<file path="src/hw/rtl/bpw_pkg.sv">
// Shared types and fixed-point constants for the bright pixel whitener.
// Used by bpw_channel, bright_pixel_whitener and the testbench; depends on nothing else.
package bpw_pkg;

    // Rec.601 luma weights in Q8; they sum to 256.
    localparam logic [15:0] LUMA_W_BLUE  = 16'd29;
    localparam logic [15:0] LUMA_W_GREEN = 16'd150;
    localparam logic [15:0] LUMA_W_RED   = 16'd77;

    // Luma threshold (135 in Q8) and ramp span (110 in Q8).
    localparam logic [15:0] LUMA_THRESH = 16'd34560;
    localparam logic [14:0] LUMA_SPAN   = 15'd28160;

    // Strength in Q16: 0.30 plus 0.50 times openness, openness clamped to 256.
    localparam logic [15:0] STRENGTH_BASE  = 16'd19661;
    localparam int          STRENGTH_SHIFT = 7;
    localparam logic [8:0]  OPEN_FULL      = 9'd256;

    // The blend divides by 65536 * 28160 = 2^25 * 55. Half of that divisor
    // rounds to nearest, the shift takes out the power of two, and the
    // remaining divide by 55 is a multiply by ceil(2^20 / 55), which is exact
    // for every 14-bit dividend.
    localparam logic [39:0] ROUND_HALF   = 40'd922746880;
    localparam logic [14:0] RECIP_55     = 15'd19066;
    localparam int          RECIP_SHIFT  = 20;

    // Load enables for the three channel stages, from the pipeline control.
    typedef struct packed {
        logic ld_mul;
        logic ld_quot;
        logic ld_out;
    } bpw_adv_t;

endpackage

</file>
<file path="src/hw/rtl/bpw_channel.sv">
// Blend datapath for one color channel: the last three pipeline stages.
// Depends on bpw_pkg for the rounding constants and the load-enable struct.
module bpw_channel (
    input  logic              clk,
    input  bpw_pkg::bpw_adv_t adv,
    input  logic [7:0]        chan,
    input  logic [30:0]       scale,
    output logic [7:0]        result
);

    logic [38:0] num_reg;
    logic [7:0]  chan_mul_reg;
    logic [28:0] prod_reg;
    logic [7:0]  chan_quot_reg;
    logic [7:0]  result_reg;

    logic [39:0] rounded;
    logic [13:0] quot_hi;
    logic [8:0]  quot;
    logic [8:0]  sum;
    logic [7:0]  result_next;

    // Stage one: scale times the headroom left above the channel value.
    always_ff @(posedge clk)
    begin
        if (adv.ld_mul)
        begin
            num_reg      <= 39'(scale) * 39'(8'd255 - chan);
            chan_mul_reg <= chan;
        end
    end

    // Stage two: add half the divisor, drop 2^25, multiply by 1/55.
    assign rounded = 40'(num_reg) + bpw_pkg::ROUND_HALF;
    assign quot_hi = rounded[38:25];

    always_ff @(posedge clk)
    begin
        if (adv.ld_quot)
        begin
            prod_reg      <= 29'(quot_hi) * 29'(bpw_pkg::RECIP_55);
            chan_quot_reg <= chan_mul_reg;
        end
    end

    // Stage three: add the increment and saturate at full scale.
    assign quot = prod_reg[28:bpw_pkg::RECIP_SHIFT];
    assign sum  = 9'(chan_quot_reg) + quot;

    always_comb
    begin
        if (sum[8])
        begin
            result_next = 8'd255;
        end
        else
        begin
            result_next = sum[7:0];
        end
    end

    always_ff @(posedge clk)
    begin
        if (adv.ld_out)
        begin
            result_reg <= result_next;
        end
    end

    assign result = result_reg;

endmodule

</file>
<file path="src/hw/rtl/bright_pixel_whitener.sv">
// Bright pixel whitener top level: luma threshold and six-stage blend pipeline.
// Depends on bpw_pkg and on bpw_channel, one instance per color channel.
//
// Takes one BGR pixel per clock while out_stall is low and returns it with
// bright areas blended toward white. A pixel passes through six register
// stages (luma sum, threshold and clamp, strength multiply, headroom
// multiply, reciprocal multiply, saturate), the last of which is the output
// register. The rate is one pixel per cycle while out_stall is low. Stalls
// compact bubbles:
// a stage loads whenever it is empty or the stage after it moves, so in_stall
// rises only when all six stages hold a pixel and out_stall is high. The
// openness register is written through cfg_wr_en and cfg_wr_data and should
// only change while no pixel is in flight.
module bright_pixel_whitener (
    input  logic       clk,
    input  logic       rst_n,
    input  logic       cfg_wr_en,
    input  logic [8:0] cfg_wr_data,
    input  logic       in_valid,
    output logic       in_stall,
    input  logic [7:0] blue_in,
    input  logic [7:0] green_in,
    input  logic [7:0] red_in,
    output logic       out_valid,
    input  logic       out_stall,
    output logic [7:0] blue_out,
    output logic [7:0] green_out,
    output logic [7:0] red_out,
    output logic       was_whitened
);

    localparam int NUM_STAGES = 6;

    // Pipeline control.
    logic [NUM_STAGES-1:0] valid_reg;
    logic [NUM_STAGES-1:0] valid_next;
    logic [NUM_STAGES:0]   rdy;

    // Configuration.
    logic [15:0] strength_reg;
    logic [15:0] strength_next;
    logic [8:0]  open_clamped;

    // Stage 0: pixel and luma sum.
    logic [7:0]  blue0_reg, green0_reg, red0_reg;
    logic [15:0] luma0_reg;
    logic [15:0] luma_next;

    // Stage 1: pixel, clamped excess and bright flag.
    logic [7:0]  blue1_reg, green1_reg, red1_reg;
    logic [14:0] excess1_reg;
    logic [14:0] excess_next;
    logic        bright1_reg;
    logic        bright_next;
    logic [15:0] over;

    // Stage 2: pixel and blend scale.
    logic [7:0]  blue2_reg, green2_reg, red2_reg;
    logic [30:0] scale2_reg;
    logic        bright2_reg;

    // Stages 3 to 5: bright flag alongside the channel datapaths.
    logic        bright3_reg, bright4_reg, bright5_reg;

    bpw_pkg::bpw_adv_t adv;

    // A stage loads when it is empty or its contents move on.
    always_comb
    begin
        rdy[NUM_STAGES] = !out_stall;
        for (int k = NUM_STAGES - 1; k >= 0; k--)
        begin
            rdy[k] = !valid_reg[k] || rdy[k+1];
        end
    end

    always_comb
    begin
        if (rdy[0])
        begin
            valid_next[0] = in_valid;
        end
        else
        begin
            valid_next[0] = valid_reg[0];
        end
        for (int k = 1; k < NUM_STAGES; k++)
        begin
            if (rdy[k])
            begin
                valid_next[k] = valid_reg[k-1];
            end
            else
            begin
                valid_next[k] = valid_reg[k];
            end
        end
    end

    always_ff @(posedge clk or negedge rst_n)
    begin
        if (!rst_n)
        begin
            valid_reg <= '0;
        end
        else
        begin
            valid_reg <= valid_next;
        end
    end

    assign in_stall  = !rdy[0];
    assign out_valid = valid_reg[NUM_STAGES-1];

    // Openness clamps to one; strength is kept ready in Q16.
    assign open_clamped  = (cfg_wr_data > bpw_pkg::OPEN_FULL) ? bpw_pkg::OPEN_FULL
                                                              : cfg_wr_data;
    assign strength_next = bpw_pkg::STRENGTH_BASE
                         + (16'(open_clamped) << bpw_pkg::STRENGTH_SHIFT);

    always_ff @(posedge clk or negedge rst_n)
    begin
        if (!rst_n)
        begin
            strength_reg <= bpw_pkg::STRENGTH_BASE;
        end
        else if (cfg_wr_en)
        begin
            strength_reg <= strength_next;
        end
    end

    // Stage 0: luma sum in Q8.
    assign luma_next = bpw_pkg::LUMA_W_BLUE  * 16'(blue_in)
                     + bpw_pkg::LUMA_W_GREEN * 16'(green_in)
                     + bpw_pkg::LUMA_W_RED   * 16'(red_in);

    always_ff @(posedge clk)
    begin
        if (rdy[0])
        begin
            blue0_reg  <= blue_in;
            green0_reg <= green_in;
            red0_reg   <= red_in;
            luma0_reg  <= luma_next;
        end
    end

    // Stage 1: excess over the threshold, clamped to the ramp span.
    // A dark pixel gets zero excess, which leaves every channel unchanged.
    assign over = luma0_reg - bpw_pkg::LUMA_THRESH;

    always_comb
    begin
        bright_next = luma0_reg > bpw_pkg::LUMA_THRESH;
        if (!bright_next)
        begin
            excess_next = '0;
        end
        else if (over > 16'(bpw_pkg::LUMA_SPAN))
        begin
            excess_next = bpw_pkg::LUMA_SPAN;
        end
        else
        begin
            excess_next = over[14:0];
        end
    end

    always_ff @(posedge clk)
    begin
        if (rdy[1])
        begin
            blue1_reg   <= blue0_reg;
            green1_reg  <= green0_reg;
            red1_reg    <= red0_reg;
            excess1_reg <= excess_next;
            bright1_reg <= bright_next;
        end
    end

    // Stage 2: blend scale is strength times excess.
    always_ff @(posedge clk)
    begin
        if (rdy[2])
        begin
            blue2_reg   <= blue1_reg;
            green2_reg  <= green1_reg;
            red2_reg    <= red1_reg;
            scale2_reg  <= 31'(strength_reg) * 31'(excess1_reg);
            bright2_reg <= bright1_reg;
        end
    end

    // Stages 3 to 5: the flag travels with the channel datapaths.
    always_ff @(posedge clk)
    begin
        if (rdy[3])
        begin
            bright3_reg <= bright2_reg;
        end
        if (rdy[4])
        begin
            bright4_reg <= bright3_reg;
        end
        if (rdy[5])
        begin
            bright5_reg <= bright4_reg;
        end
    end

    assign adv.ld_mul  = rdy[3];
    assign adv.ld_quot = rdy[4];
    assign adv.ld_out  = rdy[5];

    bpw_channel u_blue (
        .clk    (clk),
        .adv    (adv),
        .chan   (blue2_reg),
        .scale  (scale2_reg),
        .result (blue_out)
    );

    bpw_channel u_green (
        .clk    (clk),
        .adv    (adv),
        .chan   (green2_reg),
        .scale  (scale2_reg),
        .result (green_out)
    );

    bpw_channel u_red (
        .clk    (clk),
        .adv    (adv),
        .chan   (red2_reg),
        .scale  (scale2_reg),
        .result (red_out)
    );

    assign was_whitened = bright5_reg;

    // The input stalls only when every stage is full.
    a_stall_full: assert property (@(posedge clk) disable iff (!rst_n)
        in_stall |-> (&valid_reg))
        else $error("input stalled with an empty pipeline stage");

    // A pixel leaving the first stage lands in the second.
    a_stage_move: assert property (@(posedge clk) disable iff (!rst_n)
        (valid_reg[0] && rdy[1]) |=> valid_reg[1])
        else $error("pixel lost between the first two stages");

    // Strength stays between 0.30 and 0.80 in Q16.
    a_strength_range: assert property (@(posedge clk) disable iff (!rst_n)
        (strength_reg >= bpw_pkg::STRENGTH_BASE) && (strength_reg <= 16'd52429))
        else $error("blend strength out of range");

endmodule

</file>
<file path="config.mk">
export PLATFORM = sky130hd
export DESIGN_NAME = bright_pixel_whitener
export DESIGN_NICKNAME = d
export VERILOG_FILES = /design/src/hw/rtl/bpw_pkg.sv /design/src/hw/rtl/bpw_channel.sv /design/src/hw/rtl/bright_pixel_whitener.sv
export SDC_FILE = /design/constraint.sdc
export NUM_CORES = 2
export LEC_CHECK = 0
export BUFFER_PORTS_ARGS = -buffer_cell sky130_fd_sc_hd__buf_4
export CAP_MARGIN = 20
export CORE_ASPECT_RATIO = 1.1
export CORE_UTILIZATION = 45
export DETAILED_ROUTE_END_ITERATION = 8
export PLACE_DENSITY_LB_ADDON = 0.15
export SLEW_MARGIN = 15
export SYNTH_ARGS = -nofsm -noshare
export SYNTH_HDL_FRONTEND = slang
export SYNTH_SLANG_ARGS = --single-unit
</file>
<file path="constraint.sdc">
create_clock -name clk -period 6.9 [get_ports clk]
set_input_delay 1.38 -clock clk [delete_from_list [all_inputs] [get_ports clk]]
set_output_delay 1.38 -clock clk [all_outputs]
set_load 0.02 [all_outputs]
</file>
==> metrics.md <==
| Metric | Value |
|---|---|
| Ratio of cells with drive above 1 in the final layout | `0.1022` |
| Chip width | `~350 um` |
| FMAX | `around 150 MHz` |
| Worst-path cell chain | `buf_6, buf_4, nand2b_1, fa_1, fa_1, inv_1, fa_1, fa_1, fa_1, inv_1, fa_1, inv_1, ha_1, ha_1, ha_1, nand3_2, or2_2, o311ai_4, a211o_2, o311a_4, or4b_4, o311ai_2` |
| Max reg flops | `31` |
| Hold WS | `about 0.4 ns` |
| Top cell by count, worst path | `fa_1` |
| Startpoint type of the worst setup path | `flop` |
| Post-Layout Cell Count | `7680` |
| Slew headroom | `0.3342` |
| Met2 Use GR | `0.3555` |
| Pre-antenna DRT Iters | `5` |
| FFs w/ async S/R, synth | `0.05034` |
| Min cycle time layout | `between 6 and 7 ns` |
| DR vias | `about 38000` |
| DR DRC count | `0` |
| Dpl ws | `-0.3117 ns` |
| Row cnt | `~140` |
| Setup Crit Path Kind | `reg -> reg` |
| Most common cell after layout, fill and taps aside | `ha_1` |
| CTS tree | `done` |
| DR iter-0 viols | `1248` |
| Tcrit/Tclk final | `0.9881` |
| Antenna violations before repair | `4` |
| Total gr overflow | `0` |
| Critical path required time | `7.29 ns` |
| Post-DP Area | `~64000 sq um` |
| Num CTS Buffers | `37` |
| Largest net degree at the start of global routing | `57` |
| CP max FO | `11` |
| Buf/Inv on CP | `5` |
| Dpl hpwl | `roughly 110 mm` |
| Outcome | `finished, final reports clean` |
| CP max stage cell | `edfxtp_1` |
| Post-DRT Antenna Nets | `0` |
| Layout Skew | `approximately 0.033 ns` |
| RSZ-0062 raised after global routing | `yes` |
| Flops & latches, synth | `approximately 300` |
| First-pass GRT wire length | `about 210 mm` |
| Worst Hold Class | `reg -> reg` |
| Cells after DPL | `around 7600` |
| Core Region | `around 130000 sq um` |
| Port Buffers | `64` |
| Global routing met1 resource utilization | `0.2514` |
| Cells after Synth | `5673` |
| Worst skew pair latency | `slightly below 0.6 ns` |
| Tot GR Track Use | `0.1957` |
| Longest Clk Path Bufs | `3` |
| Die area | `~130000 sq um` |
| DR WL/cell | `between 15 and 20 um` |
| Finished layout cell area | `approximately 66000 sq um` |
| Post-Syn Nets | `7862` |
| CTS root buf | `clkbuf_16` |
| GR Util met3 | `0.01667` |
| Vias per cell | `a little under 5` |
| Worst path max stage delay | `about 0.5 ns` |
| Routability cong. | `~0.84` |
| WL final | `approximately 120 mm` |
| Initial Utilization | `0.4530` |
| Main synth FF type | `edfxtp_1` |
| Syn Std Cell Area | `just under 60000 sq um` |
| Vias in the first global route | `roughly 42000` |
| Commonest cells after routing, fill and taps aside | `ha_1 (1266), inv_1 (1149), fa_1 (856)` |
| Final Setup Violations | `0` |
| # clock sinks | `slightly below 300` |
| Final hold vios | `0` |
| Area grow syn2layout | `11.87%` |
| I/O pin total | `65` |
| Synth Area per Inst | `approximately 10 sq um` |
| Maxcap violations | `0` |
| Fin nets | `approximately 8200` |
| Yosys warns | `0` |
| Final Max Tran Viols | `0` |
| Setup ws final | `0.08212 ns` |
| Sequential area share after synthesis | `0.1503` |
| ANT cells | `0` |
| Grt peak-use layer | `met2` |
| Slew @ Worst Pin | `roughly 1 ns` |
| H-tree depth | `2` |
| Critical Path Sink Type | `flop` |
| Post-CTS Hold Buffers | `0` |
| Clk slew on worst S/H paths | `~0.06 ns` |
| Crit-path leading delay family | `adder cells` |
| Post-synth EDFFs | `between 200 and 300` |
| WP data arrival | `a little over 7 ns` |
| Die Y | `382.1 um` |
| Unique masters post-synth | `75` |
-- kinds of logic (layout without fill, tap and decap cells) --
| group | Yosys count | after routing | synth area share |
|---|---|---|---|
| AND/OR/NAND/NOR | 1291 | 1291 | 0.1241 |
| flip-flops | 298 | 298 | 0.1503 |
| buffers and inverters | 1317 | 1632 | 0.08366 |
| multiplexers | 3 | 3 | 0.0005294 |
| XOR/XNOR | 215 | 215 | 0.03248 |
| AO/OA/AOI/OAI | 398 | 398 | 0.04388 |
| adder cells (fa/ha/maj) | 2151 | 2151 | 0.5651 |
-- Yosys cell counts, types with 4 or more instances --
| cell type | instances | area share |
|---|---|---|
| ha_1 | 1288 | 0.27 |
| inv_1 | 1157 | 0.073 |
| fa_1 | 863 | 0.29 |
| nor2b_1 | 433 | 0.046 |
| nand2b_1 | 357 | 0.038 |
| edfxtp_1 | 283 | 0.14 |
| nand2_1 | 170 | 0.011 |
| clkbuf_1 | 155 | 0.0098 |
| xnor2_1 | 137 | 0.020 |
| nor2_1 | 120 | 0.0076 |
| a21oi_1 | 112 | 0.0095 |
| and2_1 | 74 | 0.0078 |
| o21ai_0 | 74 | 0.0063 |
| xor2_1 | 74 | 0.011 |
| a21o_1 | 72 | 0.0091 |
| nor3_1 | 34 | 0.0029 |
| nand3_1 | 31 | 0.0026 |
| o21bai_1 | 25 | 0.0032 |
| a211oi_1 | 18 | 0.0023 |
| and3_1 | 15 | 0.0016 |
| o21a_1 | 15 | 0.0019 |
| dfrtp_1 | 11 | 0.0047 |
| a31oi_1 | 10 | 0.0011 |
| nand4_1 | 10 | 0.0011 |
| o211ai_1 | 7 | 0.00089 |
| a311oi_1 | 6 | 0.00089 |
| or2_2 | 6 | 0.00064 |
| or2b_1 | 6 | 0.00076 |
| a21boi_0 | 5 | 0.00064 |
| nor4_1 | 5 | 0.00053 |
| o311ai_0 | 5 | 0.00074 |
| or3_1 | 5 | 0.00053 |
| or4_1 | 5 | 0.00064 |
| a211o_1 | 4 | 0.00059 |
| a31o_2 | 4 | 0.00059 |
| dfstp_2 | 4 | 0.0018 |
| nor3b_1 | 4 | 0.00051 |
| o21ai_1 | 4 | 0.00034 |
| o22ai_1 | 4 | 0.00042 |
| o31ai_1 | 4 | 0.00051 |
-- what timing repair did --
action                                  in CTS  in global routing
gates resized for setup                     18                146
cloned                                       0                  2
endpoints found under the setup margin      21                 48
buffers inserted                             4                 34
hold endpoints to repair                     0                  0
pin swaps                                    7                107
-- path summary, 6_finish.rpt --
path | startpoint | to | slack [ns] | cells past startpoint
worst max-delay path | blue2_reg[6]$_DFFE_PP_ | u_blue.num_reg[34]$_DFFE_PP_ | 0.08 | 22
worst min-delay path | blue0_reg[1]$_DFFE_PN_ | blue1_reg[1]$_DFFE_PP_ | 0.40 | 0
worst max register to register | blue2_reg[6]$_DFFE_PP_ | u_blue.num_reg[34]$_DFFE_PP_ | 0.08 | 22
worst min register to register | blue0_reg[1]$_DFFE_PN_ | blue1_reg[1]$_DFFE_PP_ | 0.40 | 0
max in group asynchronous | rst_n | strength_reg[10]$_DFFE_PN1P_ | 5.99 | 1
min in group asynchronous | rst_n | valid_reg[5]$_DFFE_PN0P_ | 0.64 | 1
-- per-stage QoR --
| step | utilization | setup TNS [ns] |
|---|---|---|
| finish | 0.5068 | 0 |
| global route | 0.5068 | -0.6069 |
| CTS | 0.4989 | 0 |
| detailed placement | 0.4885 | -2.177 |
| global placement | 0.4885 | -1.445 |
| floorplan | - | 0 |
-- final cells by class --
cell class / instances / area, sq um
multi-input cells: 4058 / 46030
well taps: 1692 / 2117
clock inverters: 25 / 292.8
flip-flops and latches: 298 / 8879
clock buffers: 41 / 940.9
inverters: 1162 / 4362
fillers: 12130 / 64330
repair buffers: 404 / 3485
-- routing by layer --
layer | part of all wire | wire length, um
met1 | 0.45 | 56490
met5 | 0 | 0
met2 | 0.51 | 63120
met3 | 0.021 | 2666
met4 | 0.021 | 2584
Power is not shown: default switching activity piles up to over one toggle a cycle in this logic, so the estimate is an artifact.
